==> src/sv/dvkm_pkg.sv <==
`default_nettype none

package dvkm_pkg;

    // Register file geometry.
    localparam int REG_COUNT      = 16;
    localparam int REG_ADDR_W     = 4;
    localparam int DATA_W         = 8;
    localparam int MAX_COLUMNS    = 8;
    localparam int MATRIX_COLUMNS = 8;

    // Port widths.
    localparam int FUNC_W   = 3;
    localparam int ROW_W    = 3;
    localparam int COL_W    = 3;
    localparam int S_DATA_W = 24;
    localparam int M_DATA_W = 8;

    // Access kinds carried on the slave tuser.
    localparam logic [FUNC_W-1:0] FUNC_READ_A  = 3'd0;
    localparam logic [FUNC_W-1:0] FUNC_WRITE_A = 3'd1;
    localparam logic [FUNC_W-1:0] FUNC_READ_B  = 3'd2;
    localparam logic [FUNC_W-1:0] FUNC_WRITE_B = 3'd3;
    localparam logic [FUNC_W-1:0] FUNC_KEY     = 3'd4;
    localparam logic [FUNC_W-1:0] FUNC_TIMER   = 3'd5;

    // Register indexes and flag bits.
    localparam logic [REG_ADDR_W-1:0] IFR_INDEX        = 4'hD;
    localparam logic [REG_ADDR_W-1:0] T1_LOW_INDEX     = 4'h4;
    localparam logic [REG_ADDR_W-1:0] PORT_A_SHAKE     = 4'h1;
    localparam logic [REG_ADDR_W-1:0] PORT_A_PLAIN     = 4'hF;
    localparam logic [REG_ADDR_W-1:0] COL_SELECT_INDEX = 4'h0;
    localparam int                    T1_FLAG_BIT      = 6;
    localparam logic [DATA_W-1:0]     ALL_ONES         = 8'hFF;

    // One decoded access or event.
    typedef struct packed {
        logic [FUNC_W-1:0]     func;
        logic [REG_ADDR_W-1:0] reg_addr;
        logic [DATA_W-1:0]     wdata;
        logic [ROW_W-1:0]      key_row;
        logic [COL_W-1:0]      key_col;
        logic                  key_down;
    } access_t;

    // Power-up contents of an adapter register: port registers idle high.
    function automatic logic [DATA_W-1:0] reg_reset_value(input logic [REG_ADDR_W-1:0] idx);
        logic [DATA_W-1:0] val;
        val = '0;
        if (idx == 4'h0 || idx == 4'h1) begin
            val = ALL_ONES;
        end
        return val;
    endfunction

endpackage

`default_nettype wire

==> src/sv/dvkm_in_stage.sv <==
`default_nettype none

module dvkm_in_stage (
    input  wire logic                     aclk,
    input  wire logic                     aresetn,
    input  wire logic                     s_tvalid,
    output logic                          s_tready,
    // s_tdata: reg_addr[3:0], wdata[11:4], key_row[14:12], key_col[17:15],
    //          key_down[18], zero fill[23:19]
    input  wire logic [dvkm_pkg::S_DATA_W-1:0] s_tdata,
    // s_tuser: func[2:0]
    input  wire logic [dvkm_pkg::FUNC_W-1:0]   s_tuser,
    input  wire logic                     step_ready_i,
    output logic                          item_valid_o,
    output dvkm_pkg::access_t             item_o
);
    import dvkm_pkg::*;

    logic    valid_reg;
    access_t item_reg;
    access_t item_next;

    // The stage takes a new word when empty or when its word moves on.
    assign s_tready = !valid_reg || step_ready_i;

    // Unpack the slave word.
    always_comb begin
        item_next.func     = s_tuser;
        item_next.reg_addr = s_tdata[3:0];
        item_next.wdata    = s_tdata[11:4];
        item_next.key_row  = s_tdata[14:12];
        item_next.key_col  = s_tdata[17:15];
        item_next.key_down = s_tdata[18];
    end

    // Valid flag.
    always_ff @(posedge aclk) begin
        if (!aresetn) begin
            valid_reg <= 1'b0;
        end else if (s_tready) begin
            valid_reg <= s_tvalid;
        end
    end

    // Payload holds until the next accepted word.
    always_ff @(posedge aclk) begin
        if (s_tvalid && s_tready) begin
            item_reg <= item_next;
        end
    end

    assign item_valid_o = valid_reg;
    assign item_o       = item_reg;

endmodule

`default_nettype wire

==> src/sv/dvkm_regs.sv <==
`default_nettype none

module dvkm_regs #(
    parameter int MATRIX_COLUMNS = dvkm_pkg::MATRIX_COLUMNS
) (
    input  wire logic                      aclk,
    input  wire logic                      aresetn,
    input  wire logic                      step_en_i,
    input  wire dvkm_pkg::access_t         item_i,
    output logic [dvkm_pkg::DATA_W-1:0]    rdata_o
);
    import dvkm_pkg::*;

    logic [DATA_W-1:0] a_regs_reg   [REG_COUNT];
    logic [DATA_W-1:0] b_regs_reg   [REG_COUNT];
    logic [DATA_W-1:0] key_cols_reg [MATRIX_COLUMNS];
    logic [DATA_W-1:0] scan;
    logic [DATA_W-1:0] col_select;

    // Adapter A: plain byte writes, timer flag set by a fire and cleared by
    // a read of the timer low byte.
    always_ff @(posedge aclk) begin
        if (!aresetn) begin
            for (int i = 0; i < REG_COUNT; i++) begin
                a_regs_reg[i] <= reg_reset_value(REG_ADDR_W'(i));
            end
        end else if (step_en_i) begin
            for (int i = 0; i < REG_COUNT; i++) begin
                if (item_i.func == FUNC_WRITE_A && item_i.reg_addr == REG_ADDR_W'(i)) begin
                    a_regs_reg[i] <= item_i.wdata;
                end
            end
            if (item_i.func == FUNC_TIMER) begin
                a_regs_reg[IFR_INDEX][T1_FLAG_BIT] <= 1'b1;
            end
            if (item_i.func == FUNC_READ_A && item_i.reg_addr == T1_LOW_INDEX) begin
                a_regs_reg[IFR_INDEX][T1_FLAG_BIT] <= 1'b0;
            end
        end
    end

    // Adapter B: plain byte writes.
    always_ff @(posedge aclk) begin
        if (!aresetn) begin
            for (int i = 0; i < REG_COUNT; i++) begin
                b_regs_reg[i] <= reg_reset_value(REG_ADDR_W'(i));
            end
        end else if (step_en_i) begin
            for (int i = 0; i < REG_COUNT; i++) begin
                if (item_i.func == FUNC_WRITE_B && item_i.reg_addr == REG_ADDR_W'(i)) begin
                    b_regs_reg[i] <= item_i.wdata;
                end
            end
        end
    end

    // Key matrix: a low bit marks a held key; events on absent columns match nothing.
    always_ff @(posedge aclk) begin
        if (!aresetn) begin
            for (int c = 0; c < MATRIX_COLUMNS; c++) begin
                key_cols_reg[c] <= ALL_ONES;
            end
        end else if (step_en_i && item_i.func == FUNC_KEY) begin
            for (int c = 0; c < MATRIX_COLUMNS; c++) begin
                if (item_i.key_col == COL_W'(c)) begin
                    key_cols_reg[c][item_i.key_row] <= !item_i.key_down;
                end
            end
        end
    end

    // Matrix scan: AND of every column driven low in B register 0.
    assign col_select = b_regs_reg[COL_SELECT_INDEX];

    always_comb begin
        scan = ALL_ONES;
        for (int c = 0; c < MATRIX_COLUMNS; c++) begin
            if (!col_select[c]) begin
                scan = scan & key_cols_reg[c];
            end
        end
    end

    // Read data from the state before this access updates it.
    always_comb begin
        case (item_i.func)
            FUNC_READ_A: begin
                rdata_o = a_regs_reg[item_i.reg_addr];
            end
            FUNC_READ_B: begin
                if (item_i.reg_addr == PORT_A_SHAKE || item_i.reg_addr == PORT_A_PLAIN) begin
                    rdata_o = scan;
                end else begin
                    rdata_o = b_regs_reg[item_i.reg_addr];
                end
            end
            default: begin
                rdata_o = '0;
            end
        endcase
    end

`ifndef ASSERT_OFF
    a_timer_sets_flag: assert property (@(posedge aclk) disable iff (!aresetn)
        step_en_i && item_i.func == FUNC_TIMER |=> a_regs_reg[IFR_INDEX][T1_FLAG_BIT])
        else $error("timer fire did not set the interrupt flag");

    a_t1_read_clears_flag: assert property (@(posedge aclk) disable iff (!aresetn)
        step_en_i && item_i.func == FUNC_READ_A && item_i.reg_addr == T1_LOW_INDEX
        |=> !a_regs_reg[IFR_INDEX][T1_FLAG_BIT])
        else $error("timer low read did not clear the interrupt flag");

    a_select_stable: assert property (@(posedge aclk) disable iff (!aresetn)
        !(step_en_i && item_i.func == FUNC_WRITE_B) |=> $stable(b_regs_reg[COL_SELECT_INDEX]))
        else $error("column select changed without a write to adapter B");
`endif

endmodule

`default_nettype wire

==> src/sv/dual_via_keyboard_matrix.sv <==
`default_nettype none

// Two 16-byte interface adapter register files and an active-low key matrix
// behind one stream port. Each slave word is one access or event, chosen by
// tuser: read or write on adapter A or B, a key press or release, or a timer
// fire that sets bit 6 of A register 13 (a read of A register 4 clears it).
// Reads of B registers 1 and 15 return the AND of the matrix columns driven
// low in B register 0. Every accepted word yields exactly one master word,
// zero for anything but a read. One word is taken per clock while the
// result is not stalled. Each accepted word passes through an input
// register, a single pass of register-file and scan logic, and a result
// register. A stalled result holds a full input register and s_tready low.
module dual_via_keyboard_matrix #(
    parameter int MATRIX_COLUMNS = dvkm_pkg::MATRIX_COLUMNS
) (
    input  wire logic                              aclk,
    input  wire logic                              aresetn,
    input  wire logic                              s_tvalid,
    output logic                                   s_tready,
    // s_tdata: reg_addr[3:0], wdata[11:4], key_row[14:12], key_col[17:15],
    //          key_down[18], zero fill[23:19]
    input  wire logic [dvkm_pkg::S_DATA_W-1:0]     s_tdata,
    // s_tuser: func[2:0]
    input  wire logic [dvkm_pkg::FUNC_W-1:0]       s_tuser,
    output logic                                   m_tvalid,
    input  wire logic                              m_tready,
    // m_tdata: rdata[7:0]
    output logic [dvkm_pkg::M_DATA_W-1:0]          m_tdata
);
    import dvkm_pkg::*;

    logic              in_valid;
    access_t           item;
    logic              out_ready;
    logic              step_en;
    logic [DATA_W-1:0] rdata;
    logic              m_tvalid_reg;
    logic [DATA_W-1:0] m_tdata_reg;

    // The result register frees when empty or when its word is taken.
    assign out_ready = !m_tvalid_reg || m_tready;
    assign step_en   = in_valid && out_ready;

    dvkm_in_stage u_in_stage (
        .aclk         (aclk),
        .aresetn      (aresetn),
        .s_tvalid     (s_tvalid),
        .s_tready     (s_tready),
        .s_tdata      (s_tdata),
        .s_tuser      (s_tuser),
        .step_ready_i (out_ready),
        .item_valid_o (in_valid),
        .item_o       (item)
    );

    dvkm_regs #(
        .MATRIX_COLUMNS (MATRIX_COLUMNS)
    ) u_regs (
        .aclk      (aclk),
        .aresetn   (aresetn),
        .step_en_i (step_en),
        .item_i    (item),
        .rdata_o   (rdata)
    );

    // Result valid flag.
    always_ff @(posedge aclk) begin
        if (!aresetn) begin
            m_tvalid_reg <= 1'b0;
        end else if (out_ready) begin
            m_tvalid_reg <= in_valid;
        end
    end

    // Result data.
    always_ff @(posedge aclk) begin
        if (step_en) begin
            m_tdata_reg <= rdata;
        end
    end

    assign m_tvalid = m_tvalid_reg;
    assign m_tdata  = m_tdata_reg;

`ifndef ASSERT_OFF
    a_step_gives_result: assert property (@(posedge aclk) disable iff (!aresetn)
        step_en |=> m_tvalid)
        else $error("processed word produced no result");

    a_no_overwrite: assert property (@(posedge aclk) disable iff (!aresetn)
        m_tvalid && !m_tready |-> !step_en)
        else $error("pending result overwritten");

    a_hold_input: assert property (@(posedge aclk) disable iff (!aresetn)
        in_valid && !out_ready |-> !s_tready)
        else $error("input stage accepted a word while stalled");
`endif

endmodule

`default_nettype wire
==> config.mk <==
export PLATFORM = sky130hd
export DESIGN_NAME = dual_via_keyboard_matrix
export DESIGN_NICKNAME = d
export VERILOG_FILES = /design/src/sv/dvkm_pkg.sv /design/src/sv/dvkm_in_stage.sv /design/src/sv/dvkm_regs.sv /design/src/sv/dual_via_keyboard_matrix.sv
export SDC_FILE = /design/constraint.sdc
export NUM_CORES = 1
export LEC_CHECK = 0
export BUFFER_PORTS_ARGS = -buffer_cell sky130_fd_sc_hd__buf_2
export CORE_UTILIZATION = 62
export DETAILED_ROUTE_END_ITERATION = 6
export PLACE_DENSITY = 0.89
export SLEW_MARGIN = 20
export SYNTH_ARGS = -nofsm -noshare
export SYNTH_HDL_FRONTEND = slang
export SYNTH_HIERARCHICAL = 1
export SYNTH_SLANG_ARGS = --single-unit
==> constraint.sdc <==
create_clock -name aclk -period 3.3 [get_ports aclk]
set_input_delay 0.66 -clock aclk [delete_from_list [all_inputs] [get_ports aclk]]
set_output_delay 0.66 -clock aclk [all_outputs]
set_load 0.02 [all_outputs]
==> results by group <==
Status
  • Status: finished clean

Power and ir drop
  • Leak: 0.00568 µW
  • Max VDD drop: 0.000599 V
  • Cell Pwr Density: 583 mW/mm²

STA
  • Final setup skew: 0.0289 ns
  • Unrepaired setup endpoints after global routing: false
  • Final period util: 85.3%
  • F_max: 355 MHz
  • Max Slew Vio Count: 0
  • Worst rel slew slack: 39.5%
  • Hold_ws: 0.308 ns
  • Tmin final: 2.82 ns
  • Endpoints failing setup: 0
  • Worst-margin pin slew: 0.908 ns
  • Fin Setup TNS: 0 ns
  • Final hold violation count: 0

Logic synthesis
  • Combinational family with the most area after synthesis: simple AND/OR/NAND/NOR gates
  • Post-synth EDFFs: 350
  • Syn_area_per_cell: 14.6 µm²
  • Dominant synthesized flop cell: edfxtp_1
  • Dominant cell type by area after synthesis: edfxtp_1
  • Asr flop ratio synth: 0%
  • Synth Area in Compound Gates: 5.86%
  • Synthesized Nets: 1070
  • Distinct cells, synth: 49
  • Post-synthesis mux area share: 10.5%
  • XOR/XNOR Fraction of Synth Area: 0%
  • Gate Count Post-Synth: 1039
  • Synth warn: 6
  • Post-Synth Adder-Cell Area: 0%
  • Main area contributors after synthesis: edfxtp_1 (69%), mux4_2 (9.4%), nor2_1 (3.8%)
  • Post-synthesis simple-gate area fraction: 11.5%
  • Syn Std Cell Area: 0.0151 mm²
  • Yosys top cell area share: 69.4%
  • Number of synthesized register bits: 352
  • Seq/Total Area, Yosys: 69.7%

Die
  • Rows: 56
  • Core Area: 0.0237 mm²
  • Die ar.: 0.0251 mm²
  • Ports: 41
  • Die X: 158 µm
  • Starting Density: 64.0%
  • Die Span Y: 158 µm

Drt
  • DRC: 0
  • Initial DRC Count: 1782
  • DR vias: 9975
  • TritonRoute pass-1 iters: 6
  • Vias per cell: 6.91
  • Detailed-route wire length: 39.0 mm
  • Remaining antenna violation count: 0
  • Drt wl/cell: 27.0 µm

Layout
  • Share of post-route cells with drive strength above 1: 22.7%
  • Area grow syn2layout: 12.8%
  • Final net count: 1131
  • Highest-count cells in the layout ignoring fill and taps: edfxtp_1 (350), nor2_1 (155), nand2_1 (108)
  • Antenna Cells: 0
  • Fill cells: 1377
  • Most common cell after layout, fill and taps aside: edfxtp_1

Worst setup path
  • CP endpoint kind: register
  • R2R depth: 4
  • FF-to-FF End: u_regs/a_regs_reg[8][4]
  • Startpoint Class: register
  • Data arrival, critical path: 2.99 ns
  • CP Max Fanout: 20
  • Crit. Startpoint: u_in_stage/item_o[18]
  • Worst R2R Setup Slack: 0.48 ns
  • Setup crit end: u_regs/a_regs_reg[8][4]
  • Slowest stage delay, CP: 0.94 ns
  • Worst path cell trace: nand2b_1, nor3_1, nand2_1, nand2_1
  • Kind of critical path: register to register
  • CP max-delay cell: edfxtp_1
  • Most used cell along the critical path: nand2_1
  • R2r startpoint: u_in_stage/item_o[18]
  • Critical Path RT: 3.47 ns

Global routing
  • Tot GR Track Use: 32.6%
  • Vias in the first global route: 9831
  • GRT Residual Overflow: 0
  • First-pass GRT wire length: 58.2 mm
  • Antenna violations before repair: 1
  • Largest net degree at the start of global routing: 54

Clock tree
  • Htree depth: 2
  • TritonCTS Buffers: 36
  • CTS Sinks: 352
  • CTS tree: yes
  • Number of hold buffers added after cts: 0
  • Root Driver: clkbuf_16
  • Post-CTS Repair Setup Buffers: 0
  • CTS clk-pin slew, worst paths: 0.06 ns
  • Worst-Skew Late Latency: 0.53 ns
  • Clk buf depth: 3
  • Post_cts resized: 0

Placement
  • Post-detail-place hpwl: 25.0 mm
  • RD Place Congestion: 0.911
  • Port Buf Inserts: 35

Hold path
  • Hold Crit Class: input port to register

Job
  • Max-cap check violation count: 0
-- final cells by class --
class	count	area, µm²	share of cell area, %
Clock buffer	48	998	5.84
Clock inverter	15	211	1.24
Multi-Input combinational cell	600	4210	24.7
Sequential cell	352	10600	61.7
Timing Repair Buffer	94	656	3.84
Inverter	16	60.1	0.351
Tap cell	319	399	2.34
-- routing by layer --
layer	up-vias	routed length [µm]	global-route usage, %
li1	4050	-	-
met1	4795	13000	42.9
met2	955	18800	52.5
met3	173	5520	7.97
met4	2	1660	13.9
met5	-	13	0
-- how the worst min path moves through the flow --
| stage | startpoint | cells after the start | endpoint | slack, ns |
|---|---|---|---|---|
| 2_1_floorplan | u_in_stage/item_valid_o | 2 | m_tvalid | 0.48 |
| 3_3_place_gp | m_tvalid | 2 | m_tvalid | 0.49 |
| 3_5_place_dp | m_tvalid | 2 | m_tvalid | 0.50 |
| 4_1_cts | s_tdata[13] | 1 | u_in_stage/item_o[5] | 0.30 |
| 5_1_grt | s_tuser[1] | 1 | u_in_stage/item_o[20] | 0.30 |
| 6_report | s_tdata[18] | 1 | u_in_stage/item_o[0] | 0.31 |
-- power by group --
group | internal [µW] | switching [µW]
combinational | 226 | 403
sequential | 5090 | 85.0
clock | 2520 | 1620
-- critical path, delay by kind of cell, from the launching register on --
| family | cells | cell delay [ns] |
|---|---|---|
| simple gates | 4 | 1.51 |
| flops | 1 | 0.94 |
-- cell usage after synthesis, types with 7 or more instances --
library cell  instances
a22oi_1              16
mux2i_1              16
or4_1                 7
or2_2                35
o221ai_1              8
inv_1                16
o21ai_0              77
edfxtp_1            350
o22ai_1              18
a21oi_1               8
nand2_1             108
buf_2                13
nand3_1              10
nor3_1                8
clkbuf_1             45
o22a_1                7
mux4_2               63
nor2_1              155
nor4_1                8
-- through the flow --
| step | worst slack (ns) | cell area, µm² | power (µW) | utilization [%] | std cells |
|---|---|---|---|---|---|
| 2_1_floorplan | 0.726 | 15100 | 5630 | - | 1039 |
| 6_report | 0.484 | 17100 | 9950 | 72.2 | 1444 |
| 5_1_grt | 0.436 | 17100 | 10200 | 72.2 | 1444 |
| 3_5_place_dp | 0.359 | 15900 | 5870 | 67.0 | 1381 |
| 4_1_cts | 0.597 | 17100 | 9960 | 72.2 | 1444 |
| 3_3_place_gp | 0.522 | 15900 | 5840 | 67.0 | 1381 |
-- cell families (layout without fill, tap and decap cells) --
| family | count (synthesis) | after routing |
|---|---|---|
| muxes | 80 | 80 |
| DFF | 352 | 352 |
| buffers and inverters | 87 | 173 |
| AOI/OAI and AO/OA | 144 | 144 |
| and+or+nand+nor | 376 | 376 |
(Power assumes the default switching activity.)
